$ cat src/rtl/hkrb_pkg.sv
`timescale 1ns / 1ps

package hkrb_pkg;

    // Event codes carried on the mode field; the fourth code leaves the report unchanged
    typedef enum logic [1:0] {
        MODE_PRESS       = 2'd0,
        MODE_RELEASE     = 2'd1,
        MODE_RELEASE_ALL = 2'd2
    } mode_t;

    localparam int USAGE_W  = 7;
    localparam int MOD_W    = 8;
    localparam int CODE_W   = 8;
    localparam int OUT_SLOTS = 5;

    // Key code ranges
    localparam logic [CODE_W-1:0] RAW_BASE = 8'd136;
    localparam logic [CODE_W-1:0] MOD_BASE = 8'd128;

    // ROM entry fields
    localparam logic [7:0] ROM_SHIFT_FLAG = 8'h80;
    localparam logic [7:0] ROM_USAGE_MASK = 8'h7F;
    localparam logic [MOD_W-1:0] LEFT_SHIFT_BIT = 8'h02;

    typedef logic [USAGE_W-1:0] usage_t;

    // Decoded key event handed to the modifier and slot logic
    typedef struct packed {
        logic             press;
        logic             release_key;
        logic             clear_all;
        logic [MOD_W-1:0] mod_set;
        logic [MOD_W-1:0] mod_clr;
        usage_t           usage;
    } key_event_t;

    // ASCII to usage table; bit 7 asks for left shift
    localparam logic [7:0] USAGE_ROM [128] = '{
        8'h00, 8'h00, 8'h00, 8'h00, 8'h00, 8'h00, 8'h00, 8'h00, 8'h2a, 8'h2b, 8'h28, 8'h00,
        8'h00, 8'h00, 8'h00, 8'h00, 8'h00, 8'h00, 8'h00, 8'h00, 8'h00, 8'h00, 8'h00, 8'h00,
        8'h00, 8'h00, 8'h00, 8'h00, 8'h00, 8'h00, 8'h00, 8'h00, 8'h2c, 8'h9e, 8'hb4, 8'ha0,
        8'ha1, 8'ha2, 8'ha4, 8'h34, 8'ha6, 8'ha7, 8'ha5, 8'hae, 8'h36, 8'h2d, 8'h37, 8'h38,
        8'h27, 8'h1e, 8'h1f, 8'h20, 8'h21, 8'h22, 8'h23, 8'h24, 8'h25, 8'h26, 8'hb3, 8'h33,
        8'hb6, 8'h2e, 8'hb7, 8'hb8, 8'h9f, 8'h84, 8'h85, 8'h86, 8'h87, 8'h88, 8'h89, 8'h8a,
        8'h8b, 8'h8c, 8'h8d, 8'h8e, 8'h8f, 8'h90, 8'h91, 8'h92, 8'h93, 8'h94, 8'h95, 8'h96,
        8'h97, 8'h98, 8'h99, 8'h9a, 8'h9b, 8'h9c, 8'h9d, 8'h2f, 8'h31, 8'h30, 8'ha3, 8'had,
        8'h35, 8'h04, 8'h05, 8'h06, 8'h07, 8'h08, 8'h09, 8'h0a, 8'h0b, 8'h0c, 8'h0d, 8'h0e,
        8'h0f, 8'h10, 8'h11, 8'h12, 8'h13, 8'h14, 8'h15, 8'h16, 8'h17, 8'h18, 8'h19, 8'h1a,
        8'h1b, 8'h1c, 8'h1d, 8'haf, 8'hb1, 8'hb0, 8'hb5, 8'h00
    };

endpackage

$ cat src/rtl/hkrb_decode.sv
`timescale 1ns / 1ps

module hkrb_decode (
    input  logic [1:0]               mode,
    input  logic [7:0]               key_code,
    output hkrb_pkg::key_event_t     key_event
);

    logic [7:0]               rom_entry;
    logic [hkrb_pkg::MOD_W-1:0] mod_mask;
    hkrb_pkg::usage_t         usage;
    logic                     known;
    logic [7:0]               raw_usage;

    assign rom_entry = hkrb_pkg::USAGE_ROM[key_code[6:0]];
    assign raw_usage = key_code - hkrb_pkg::RAW_BASE;

    // Classify the key code into a usage and a modifier mask
    always_comb begin
        mod_mask = '0;
        usage    = '0;
        known    = 1'b1;
        if (key_code >= hkrb_pkg::RAW_BASE) begin
            usage = raw_usage[hkrb_pkg::USAGE_W-1:0];
        end else if (key_code >= hkrb_pkg::MOD_BASE) begin
            mod_mask = 8'(1) << key_code[2:0];
        end else if (rom_entry == 8'h00) begin
            known = 1'b0;
        end else begin
            usage = hkrb_pkg::USAGE_W'(rom_entry & hkrb_pkg::ROM_USAGE_MASK);
            if ((rom_entry & hkrb_pkg::ROM_SHIFT_FLAG) != 8'h00) begin
                mod_mask = hkrb_pkg::LEFT_SHIFT_BIT;
            end
        end
    end

    // Turn the mode into press, release or clear actions
    always_comb begin
        key_event = '0;
        case (mode)
            hkrb_pkg::MODE_PRESS: begin
                key_event.press   = known;
                key_event.mod_set = mod_mask;
                key_event.usage   = usage;
            end
            hkrb_pkg::MODE_RELEASE: begin
                key_event.release_key = known;
                key_event.mod_clr     = mod_mask;
                key_event.usage       = usage;
            end
            hkrb_pkg::MODE_RELEASE_ALL: begin
                key_event.clear_all = 1'b1;
                key_event.mod_clr   = '1;
            end
            default: begin
                key_event = '0;
            end
        endcase
    end

endmodule

$ cat src/rtl/hkrb_slots.sv
`timescale 1ns / 1ps

module hkrb_slots #(
    parameter int KEY_SLOTS = 5
) (
    input  logic                                          aclk,
    input  logic                                          aresetn,
    input  logic                                          update,
    input  hkrb_pkg::key_event_t                          key_event,
    output logic [KEY_SLOTS-1:0][hkrb_pkg::USAGE_W-1:0]   slots_next,
    output logic [KEY_SLOTS-1:0][hkrb_pkg::USAGE_W-1:0]   slots
);

    logic [KEY_SLOTS-1:0][hkrb_pkg::USAGE_W-1:0] slot_reg;
    logic [KEY_SLOTS-1:0]                        hit;
    logic [KEY_SLOTS-1:0]                        empty;
    logic [KEY_SLOTS-1:0]                        first_empty;
    logic                                        usage_nz;

    assign usage_nz = (key_event.usage != '0);

    // Compare the usage against every slot at once
    always_comb begin
        for (int i = 0; i < KEY_SLOTS; i++) begin
            hit[i]   = (slot_reg[i] == key_event.usage);
            empty[i] = (slot_reg[i] == '0);
        end
    end

    // Pick the lowest empty slot
    always_comb begin
        first_empty = '0;
        for (int i = KEY_SLOTS - 1; i >= 0; i--) begin
            if (empty[i]) begin
                first_empty    = '0;
                first_empty[i] = 1'b1;
            end
        end
    end

    // Fill on press, drop on release, wipe on release-all
    always_comb begin
        slots_next = slot_reg;
        if (key_event.clear_all) begin
            slots_next = '0;
        end else if (key_event.press && usage_nz && (hit == '0)) begin
            for (int i = 0; i < KEY_SLOTS; i++) begin
                if (first_empty[i]) begin
                    slots_next[i] = key_event.usage;
                end
            end
        end else if (key_event.release_key && usage_nz) begin
            for (int i = 0; i < KEY_SLOTS; i++) begin
                if (hit[i]) begin
                    slots_next[i] = '0;
                end
            end
        end
    end

    always_ff @(posedge aclk) begin
        if (!aresetn) begin
            slot_reg <= '0;
        end else if (update) begin
            slot_reg <= slots_next;
        end
    end

    assign slots = slot_reg;

endmodule

$ cat src/rtl/hid_keyboard_report_builder_top.sv
`timescale 1ns / 1ps
// Keyboard report builder: turns key events into boot-keyboard reports.
// Input channel (s_valid/s_ready): one word per key event, s_mode selects
// press, release or release-all, s_key_code carries ASCII, a modifier code
// or a raw usage offset by 136.
// Result channel (m_valid/m_ready): exactly one report word per event, the
// modifier byte and five usage slots (0 when empty).
// Path: a word accepted is held in the input register, then passes into
// the result register on m_*. Throughput: one event per cycle while m_ready
// stays high; the rate is set by the single pass through decode and slot
// compare between the input register and the result register.
// Reset (aresetn low, synchronous): modifiers and slots clear, both stages
// empty, s_ready high after reset.
// Receiver stall: the report holds on m_* while m_ready is low; one more event
// waits in the input register, then s_ready drops until the report is taken.

module hid_keyboard_report_builder_top #(
    parameter int KEY_SLOTS = 5
) (
    input  logic       aclk,
    input  logic       aresetn,
    input  logic       s_valid,
    output logic       s_ready,
    input  logic [1:0] s_mode,
    input  logic [7:0] s_key_code,
    output logic       m_valid,
    input  logic       m_ready,
    output logic [7:0] m_modifier_bits,
    output logic [6:0] m_slot_zero,
    output logic [6:0] m_slot_one,
    output logic [6:0] m_slot_two,
    output logic [6:0] m_slot_three,
    output logic [6:0] m_slot_four
);

    localparam int UW = hkrb_pkg::USAGE_W;

    logic                               in_valid_reg;
    logic [1:0]                         mode_reg;
    logic [7:0]                         code_reg;
    logic                               out_valid_reg;
    logic [hkrb_pkg::MOD_W-1:0]         modifier_reg;
    logic [hkrb_pkg::MOD_W-1:0]         modifier_next;
    logic [hkrb_pkg::OUT_SLOTS-1:0][UW-1:0] report_slot_reg;
    logic [hkrb_pkg::OUT_SLOTS-1:0][UW-1:0] report_slot_next;
    logic [KEY_SLOTS-1:0][UW-1:0]       slots_next;
    logic [KEY_SLOTS-1:0][UW-1:0]       slots_now;
    hkrb_pkg::key_event_t               key_event;
    logic                               advance;
    logic                               in_take;

    // Move the held event into the result register when it is free
    assign advance = in_valid_reg && (!out_valid_reg || m_ready);
    assign s_ready = !in_valid_reg || advance;
    assign in_take = s_valid && s_ready;

    hkrb_decode u_decode (
        .mode      (mode_reg),
        .key_code  (code_reg),
        .key_event (key_event)
    );

    hkrb_slots #(
        .KEY_SLOTS (KEY_SLOTS)
    ) u_slots (
        .aclk       (aclk),
        .aresetn    (aresetn),
        .update     (advance),
        .key_event  (key_event),
        .slots_next (slots_next),
        .slots      (slots_now)
    );

    // Apply modifier set and clear masks
    assign modifier_next = (modifier_reg | key_event.mod_set) & ~key_event.mod_clr;

    // Map kept slots onto the five report fields
    for (genvar j = 0; j < hkrb_pkg::OUT_SLOTS; j++) begin : g_report
        if (j < KEY_SLOTS) begin : g_shown
            assign report_slot_next[j] = slots_next[j];
        end else begin : g_blank
            assign report_slot_next[j] = '0;
        end
    end

    // Hold the input word
    always_ff @(posedge aclk) begin
        if (!aresetn) begin
            in_valid_reg <= 1'b0;
        end else if (in_take) begin
            in_valid_reg <= 1'b1;
        end else if (advance) begin
            in_valid_reg <= 1'b0;
        end
        if (in_take) begin
            mode_reg <= s_mode;
            code_reg <= s_key_code;
        end
    end

    // Update modifier state and the result register
    always_ff @(posedge aclk) begin
        if (!aresetn) begin
            out_valid_reg <= 1'b0;
            modifier_reg  <= '0;
        end else begin
            if (advance) begin
                out_valid_reg <= 1'b1;
                modifier_reg  <= modifier_next;
            end else if (m_ready) begin
                out_valid_reg <= 1'b0;
            end
        end
        if (advance) begin
            report_slot_reg <= report_slot_next;
        end
    end

    assign m_valid         = out_valid_reg;
    assign m_modifier_bits = modifier_reg;
    assign m_slot_zero     = report_slot_reg[0];
    assign m_slot_one      = report_slot_reg[1];
    assign m_slot_two      = report_slot_reg[2];
    assign m_slot_three    = report_slot_reg[3];
    assign m_slot_four     = report_slot_reg[4];

    // Slots kept but not reported still count as used
    logic unused_slots;
    assign unused_slots = ^slots_now;

endmodule

$ cat config.mk
export PLATFORM = sky130hd
export DESIGN_NAME = hid_keyboard_report_builder_top
export DESIGN_NICKNAME = d
export VERILOG_FILES = /design/src/rtl/hkrb_pkg.sv /design/src/rtl/hkrb_decode.sv /design/src/rtl/hkrb_slots.sv /design/src/rtl/hid_keyboard_report_builder_top.sv
export SDC_FILE = /design/constraint.sdc
export NUM_CORES = 1
export LEC_CHECK = 0
export ABC_AREA = 1
export BUFFER_PORTS_ARGS = -buffer_cell sky130_fd_sc_hd__buf_2
export CAP_MARGIN = 0
export CORE_MARGIN = 2
export CORE_UTILIZATION = 65
export CTS_BUF_LIST = sky130_fd_sc_hd__clkbuf_4
export DETAILED_ROUTE_END_ITERATION = 6
export GPL_TIMING_DRIVEN = 1
export MAX_ROUTING_LAYER = met4
export PLACE_DENSITY = 0.95
export SLEW_MARGIN = 10
export SYNTH_ARGS = -nofsm -noshare
export SYNTH_HDL_FRONTEND = slang
export SYNTH_SLANG_ARGS = --single-unit
$ cat constraint.sdc
create_clock -name aclk -period 6.5 [get_ports aclk]
set_clock_uncertainty 0.2 [all_clocks]
set_input_delay 0 -clock aclk [delete_from_list [all_inputs] [get_ports aclk]]
set_output_delay 0 -clock aclk [all_outputs]
set_load 0.01 [all_outputs]
# --- After elaboration in Yosys (flattened, before gate mapping) ---
# Memory sizes are Yosys's and may differ from the RTL's.
# Cells that the tools add are included.
word_totals:
  register_bits: 90
  mem_bits_ro: 1024
  memories: 1
memory_table:
  columns: ["name", "depth", "word_bits", "rd", "rd_ports_with_merged_regs", "wr", "line_no", "text"]
  rows:
  - ["(name not given)", 128, 8, 1, 0, 0, "hkrb_decode.sv:15", "assign rom_entry = hkrb_pkg::USAGE_ROM[key_code[6:0]];"]
classes:
  add_sub_neg: 1
  order_cmp: 3
  n_eq_ne: 7
  shifts: 1
  n_mux: 40
  bitwise_logic: 4
  n_reduce_logical: 21
op_table:
  columns: ["operator", "count"]
  rows:
  - ["35-bit two-way mux", 3]
  - ["7-bit two-way mux", 14]
  - ["8-bit two-way mux", 6]
  - ["7-bit equality test", 5]
  - ["7-bit zero test", 5]
  - ["5-bit two-way mux", 5]
  - ["8-bit >= comparator, second input constant", 3]
  - ["8-bit one-hot mux with 2 select lines", 1]
  - ["1-bit two-way mux", 10]
  - ["8-bit bitwise AND", 1]
  - ["8-bit zero test", 1]
  - ["7-bit NOT with 8-bit output", 1]
  - ["8-bit NOT", 1]
  - ["8-bit OR", 1]
  - ["1-bit by 3-bit << shifter with 8-bit output, first input constant", 1]
  - ["7-bit nonzero test", 1]
  - ["7-bit by 4-bit subtractor with 7-bit output, second input constant", 1]
  - ["1-bit logical AND", 5]
  - ["5-bit zero test", 1]
  - ["2-bit nonzero test", 2]
  - ["2-bit by 1-bit equality test with 1-bit output, second input constant", 1]
  - ["2-bit equality test, second input constant", 1]
  - ["1-bit zero test", 2]
  - ["2-bit zero test", 1]
  - ["3 further kinds", 4]

# --- Depth between registers and ports, before layout ---
logic_depth:
  ltp_word: 14
  depth_mapped: 24

# --- Cells and area by module ---
# From an unflattened synthesis, not the netlist that was laid out.
hier_totals:
  hier_cells: 983
  area_unflattened_um2: 6530.0
by_module_without_submodules:
  columns: ["module", "n_inst", "cells_per_inst", "area_per_inst_um2", "seq_area_each_um2"]
  rows:
  - ["hkrb_slots", 1, 611, 3375.7, 700.7]
  - ["hid_keyboard_report_builder_top", 1, 125, 1873.0, 1551.5]
  - ["hkrb_decode", 1, 247, 1281.2, 0.0]

# --- Worst setup path before layout ---
# Ideal clock, no wire load.
synth_timing:
  kind: "register to register"
  from: "register code_reg[4]"
  to: "register report_slot_reg, in the netlist m_slot_zero[0], data pin"
  t_arrival_ns: 2.392
  path_slack_ns: 3.658
  stages_incl_launch_ff: 20
  synth_period_minus_slack_ns: 2.842
  path_cell_list: "edfxtp_1 -> inv_2 -> ha_1 -> nand2_2 -> nor2_4 -> nor2_8 -> nand2_4 -> nand2_8 -> nor2_4 -> nand2_4 -> xor2_1 -> inv_1 -> nand3_1 -> nor2_4 -> nor2_4 -> nand2_4 -> buf_6 -> o21ai_1 -> nand2_1 -> inv_1"
synth_rtl:
  columns: ["element", "line_no", "text"]
  rows:
  - ["from (decl)", "hid_keyboard_report_builder_top.sv:40", "logic [7:0] code_reg;"]
  - ["from (signal assigned)", "hid_keyboard_report_builder_top.sv:97", "code_reg <= s_key_code;"]
  - ["to (signal assigned)", "hid_keyboard_report_builder_top.sv:115", "report_slot_reg <= report_slot_next;"]
  - ["to (decl)", "hid_keyboard_report_builder_top.sv:44", "logic [hkrb_pkg::OUT_SLOTS-1:0][UW-1:0] report_slot_reg;"]

==> metrics <==
number of top-level pins 59; post-detailed-route DRC marker count 0; count of final hold-check violations 0; Layout Cells excl Fill 1,024; Worst Path Class, Setup register to register; cell types with the largest area share after synthesis sky130_fd_sc_hd__edfxtp_1 22%, sky130_fd_sc_hd__dfxtp_1 15%, sky130_fd_sc_hd__nand2_1 13%; portion of the post-synthesis area used by sequential elements between 30% and 40%; average footprint of a synthesized cell between 7 and 8 um2; post-CTS clock slew at the launch and capture registers of the worst setup and hold paths 0.16 ns; highest achievable clock rate about 0.23 GHz; Detailed Place HPWL 11.5 mm; kind of end point of the critical path register; clk sink count 90; root buffer cell sky130_fd_sc_hd__clkbuf_4; sequential standard cell area between 2000 and 2500 um2; total of hold buffers inserted after clock tree synthesis 16; remaining number of nets flagged by the antenna check after routing 0; area of the die 10,100 um2; Die W approximately 100 um; final setup violating endpoints 0; slack of the worst reg-to-reg path 2.15 ns; setup repair after global routing missed its margin false; max-slew violations 0; worst-path cell chain inv_1 > ha_1 > xor2_1 > nor3_1 > nor2_4 > nand2_4 > xor2_1 > inv_1 > nand3_1 > nor2_4 > nor2_2 > nand3_1 > nand3_1 > inv_1; most common cell in the netlist sky130_fd_sc_hd__nand2_1; worst setup margin 2.15 ns; Final Routed Wirelength between 15 and 20 mm; share of the clock period used by the worst path after layout 66.9%; core box area 9150 um2; max-cap violations 0; number of flip-flops under the largest register name 35; total power per unit cell area 210 nW/um2; leakage power figure 3.20 nW; top cell family by delay on the critical path simple AND/OR/NAND/NOR gates; worst slew pin tran 1.08 ns; post-synthesis cell area 6080 um2; Worst IR Drop VDD 0.169 mV; number of buffers added on ports between 50 and 60; Detailed Route Iter0 Violations just under 800; Slew HR 28.0%; number of cell rows 35; wire length of the first global-routing pass approximately 28 mm; first-pass detailed-route iteration total 6; warnings from Yosys 0; maximum number of pins on one net before global-route repair between 100 and 150; area share of the leading cell type in the synthesized netlist between 20% and 30%; biggest cell delay along the critical path slightly below 0.9 ns; setup TNS 0 ns; worst slack at placement 2.26 ns; top_reg_cell synth sky130_fd_sc_hd__edfxtp_1; clk buf depth 2; # H-tree levels 3; total buffers and inverters traversed by the critical path 3; vias per cell 5.98; clock tree from TritonCTS done; WL/cell 16.6 um; Post-Synthesis Net Count slightly below 900; number of antenna diodes 0; global route total overflow 0; antenna violations before repair 0; fraction of layout cells with a size suffix above 1 between 10% and 20%; gpl congestion approximately 1.1; Post-synth EDFFs 45; Critical Path RT between 6 and 7 ns; flop and latch count out of synthesis 90; maximum fanout count along the critical path 22; latest clock arrival within the worst-skew pair approximately 0.46 ns; Synth-to-Final Area Change 8.28%; most area-hungry cell type in the Yosys netlist sky130_fd_sc_hd__edfxtp_1; share of async-settable or async-resettable flops after synthesis 0%; area occupied by multi-input gates 3200 um2; Final #Nets 936; launching element type of the critical path register; Tot GR Track Use a little over a third; commonest cells in the synthesized netlist 213 x sky130_fd_sc_hd__nand2_1, 103 x sky130_fd_sc_hd__inv_1, 100 x sky130_fd_sc_hd__nand3_1; die height approximately 100 um; number of cells upsized or downsized after cts 0; filler instances between 700 and 800; effective utilization at floorplan approximately 66%; post-CTS setup buffer count 0; cell type of the slowest stage on the worst timing path sky130_fd_sc_hd__edfxtp_1; run status complete, no violations; worst slack on hold paths 0.0539 ns; count of mapped cells out of synthesis roughly 860; data arrival time at the worst-slack endpoint 4.39 ns; Num CTS Buffers 9; vias in the first global route ~5,600; Hold Crit Class input port to register; instance count after placement with tap cells included about 1,000; share of the core filled with cells in the final layout between 70% and 80%; clock period minus worst slack between 4 and 5 ns; routed vias between 6,000 and 7,000; unique cell type count in the Yosys netlist 37
layer usage:
| layer | up-vias | track usage [%] | wire length (um) |
|---|---|---|---|
| met1 | 2743 | 48.2 | 7000 |
| met5 | - | - | 0 |
| met2 | 396 | 53.1 | 7680 |
| met3 | 56 | 6.87 | 1860 |
| li1 | 2931 | - | - |
| met4 | 0 | 12.4 | 466 |
where the power goes:
part           total (mW)  internal [mW]  switching (mW)
combinational       0.415          0.134           0.281
clock               0.287         0.0805           0.206
sequential          0.679          0.638          0.0406
path summary, 6_finish.rpt:
kind                    start               end  cells past startpoint
min reg2reg  u_slots.slots[6]  u_slots.slots[6]                      2
max               code_reg[3]    m_slot_four[2]                     14
max reg2reg       code_reg[3]    m_slot_four[2]                     14
min             s_key_code[1]       code_reg[1]                      2
cells in the final DEF, fill, tap and decap left out, drive strengths merged:
cell	n
nor2	67
nand4	8
xor2	10
or2	2
dlygate4sd3	16
clkinv	3
dfxtp	45
and2	1
a21oi	85
buf	60
nand2	236
nand3	103
a31oi	5
nand3b	5
nor3	11
ha	13
nor4	4
clkinvlp	2
o21ai	68
o31ai	1
inv	108
a221oi	1
o211ai	5
clkbuf	9
edfxtp	45
stage by stage:
| stage | power (mW) | instance area, um2 |
|---|---|---|
| finish | 1.38 | 6580 |
| global route | 1.45 | 6580 |
| CTS | 1.36 | 6580 |
| detailed placement | 1.08 | 6300 |
| global placement | 1.08 | 6300 |
| floorplan | 0.994 | 6080 |
area by class of cell:
| cell class | instances | share of cell area (%) |
|---|---|---|
| multi-input cells | 625 | 48.6 |
| clock buffers | 9 | 1.03 |
| flip-flops and latches | 90 | 34.2 |
| well taps | 111 | 2.11 |
| clock inverters | 6 | 0.761 |
| inverters | 107 | 6.18 |
| repair buffers | 76 | 7.07 |
kinds of logic (layout without fill, tap and decap cells):
logic type      Yosys count  count (layout)  synth area share (%)
simple gates            437             437                  33.6
compound gates          165             165                  14.7
buf+inv                 141             198                  10.5
fa+ha+maj                13              13                  2.68
xor+xnor                 10              10                  1.44
flops                    90              90                  37.1
(Power assumes the default switching activity.)
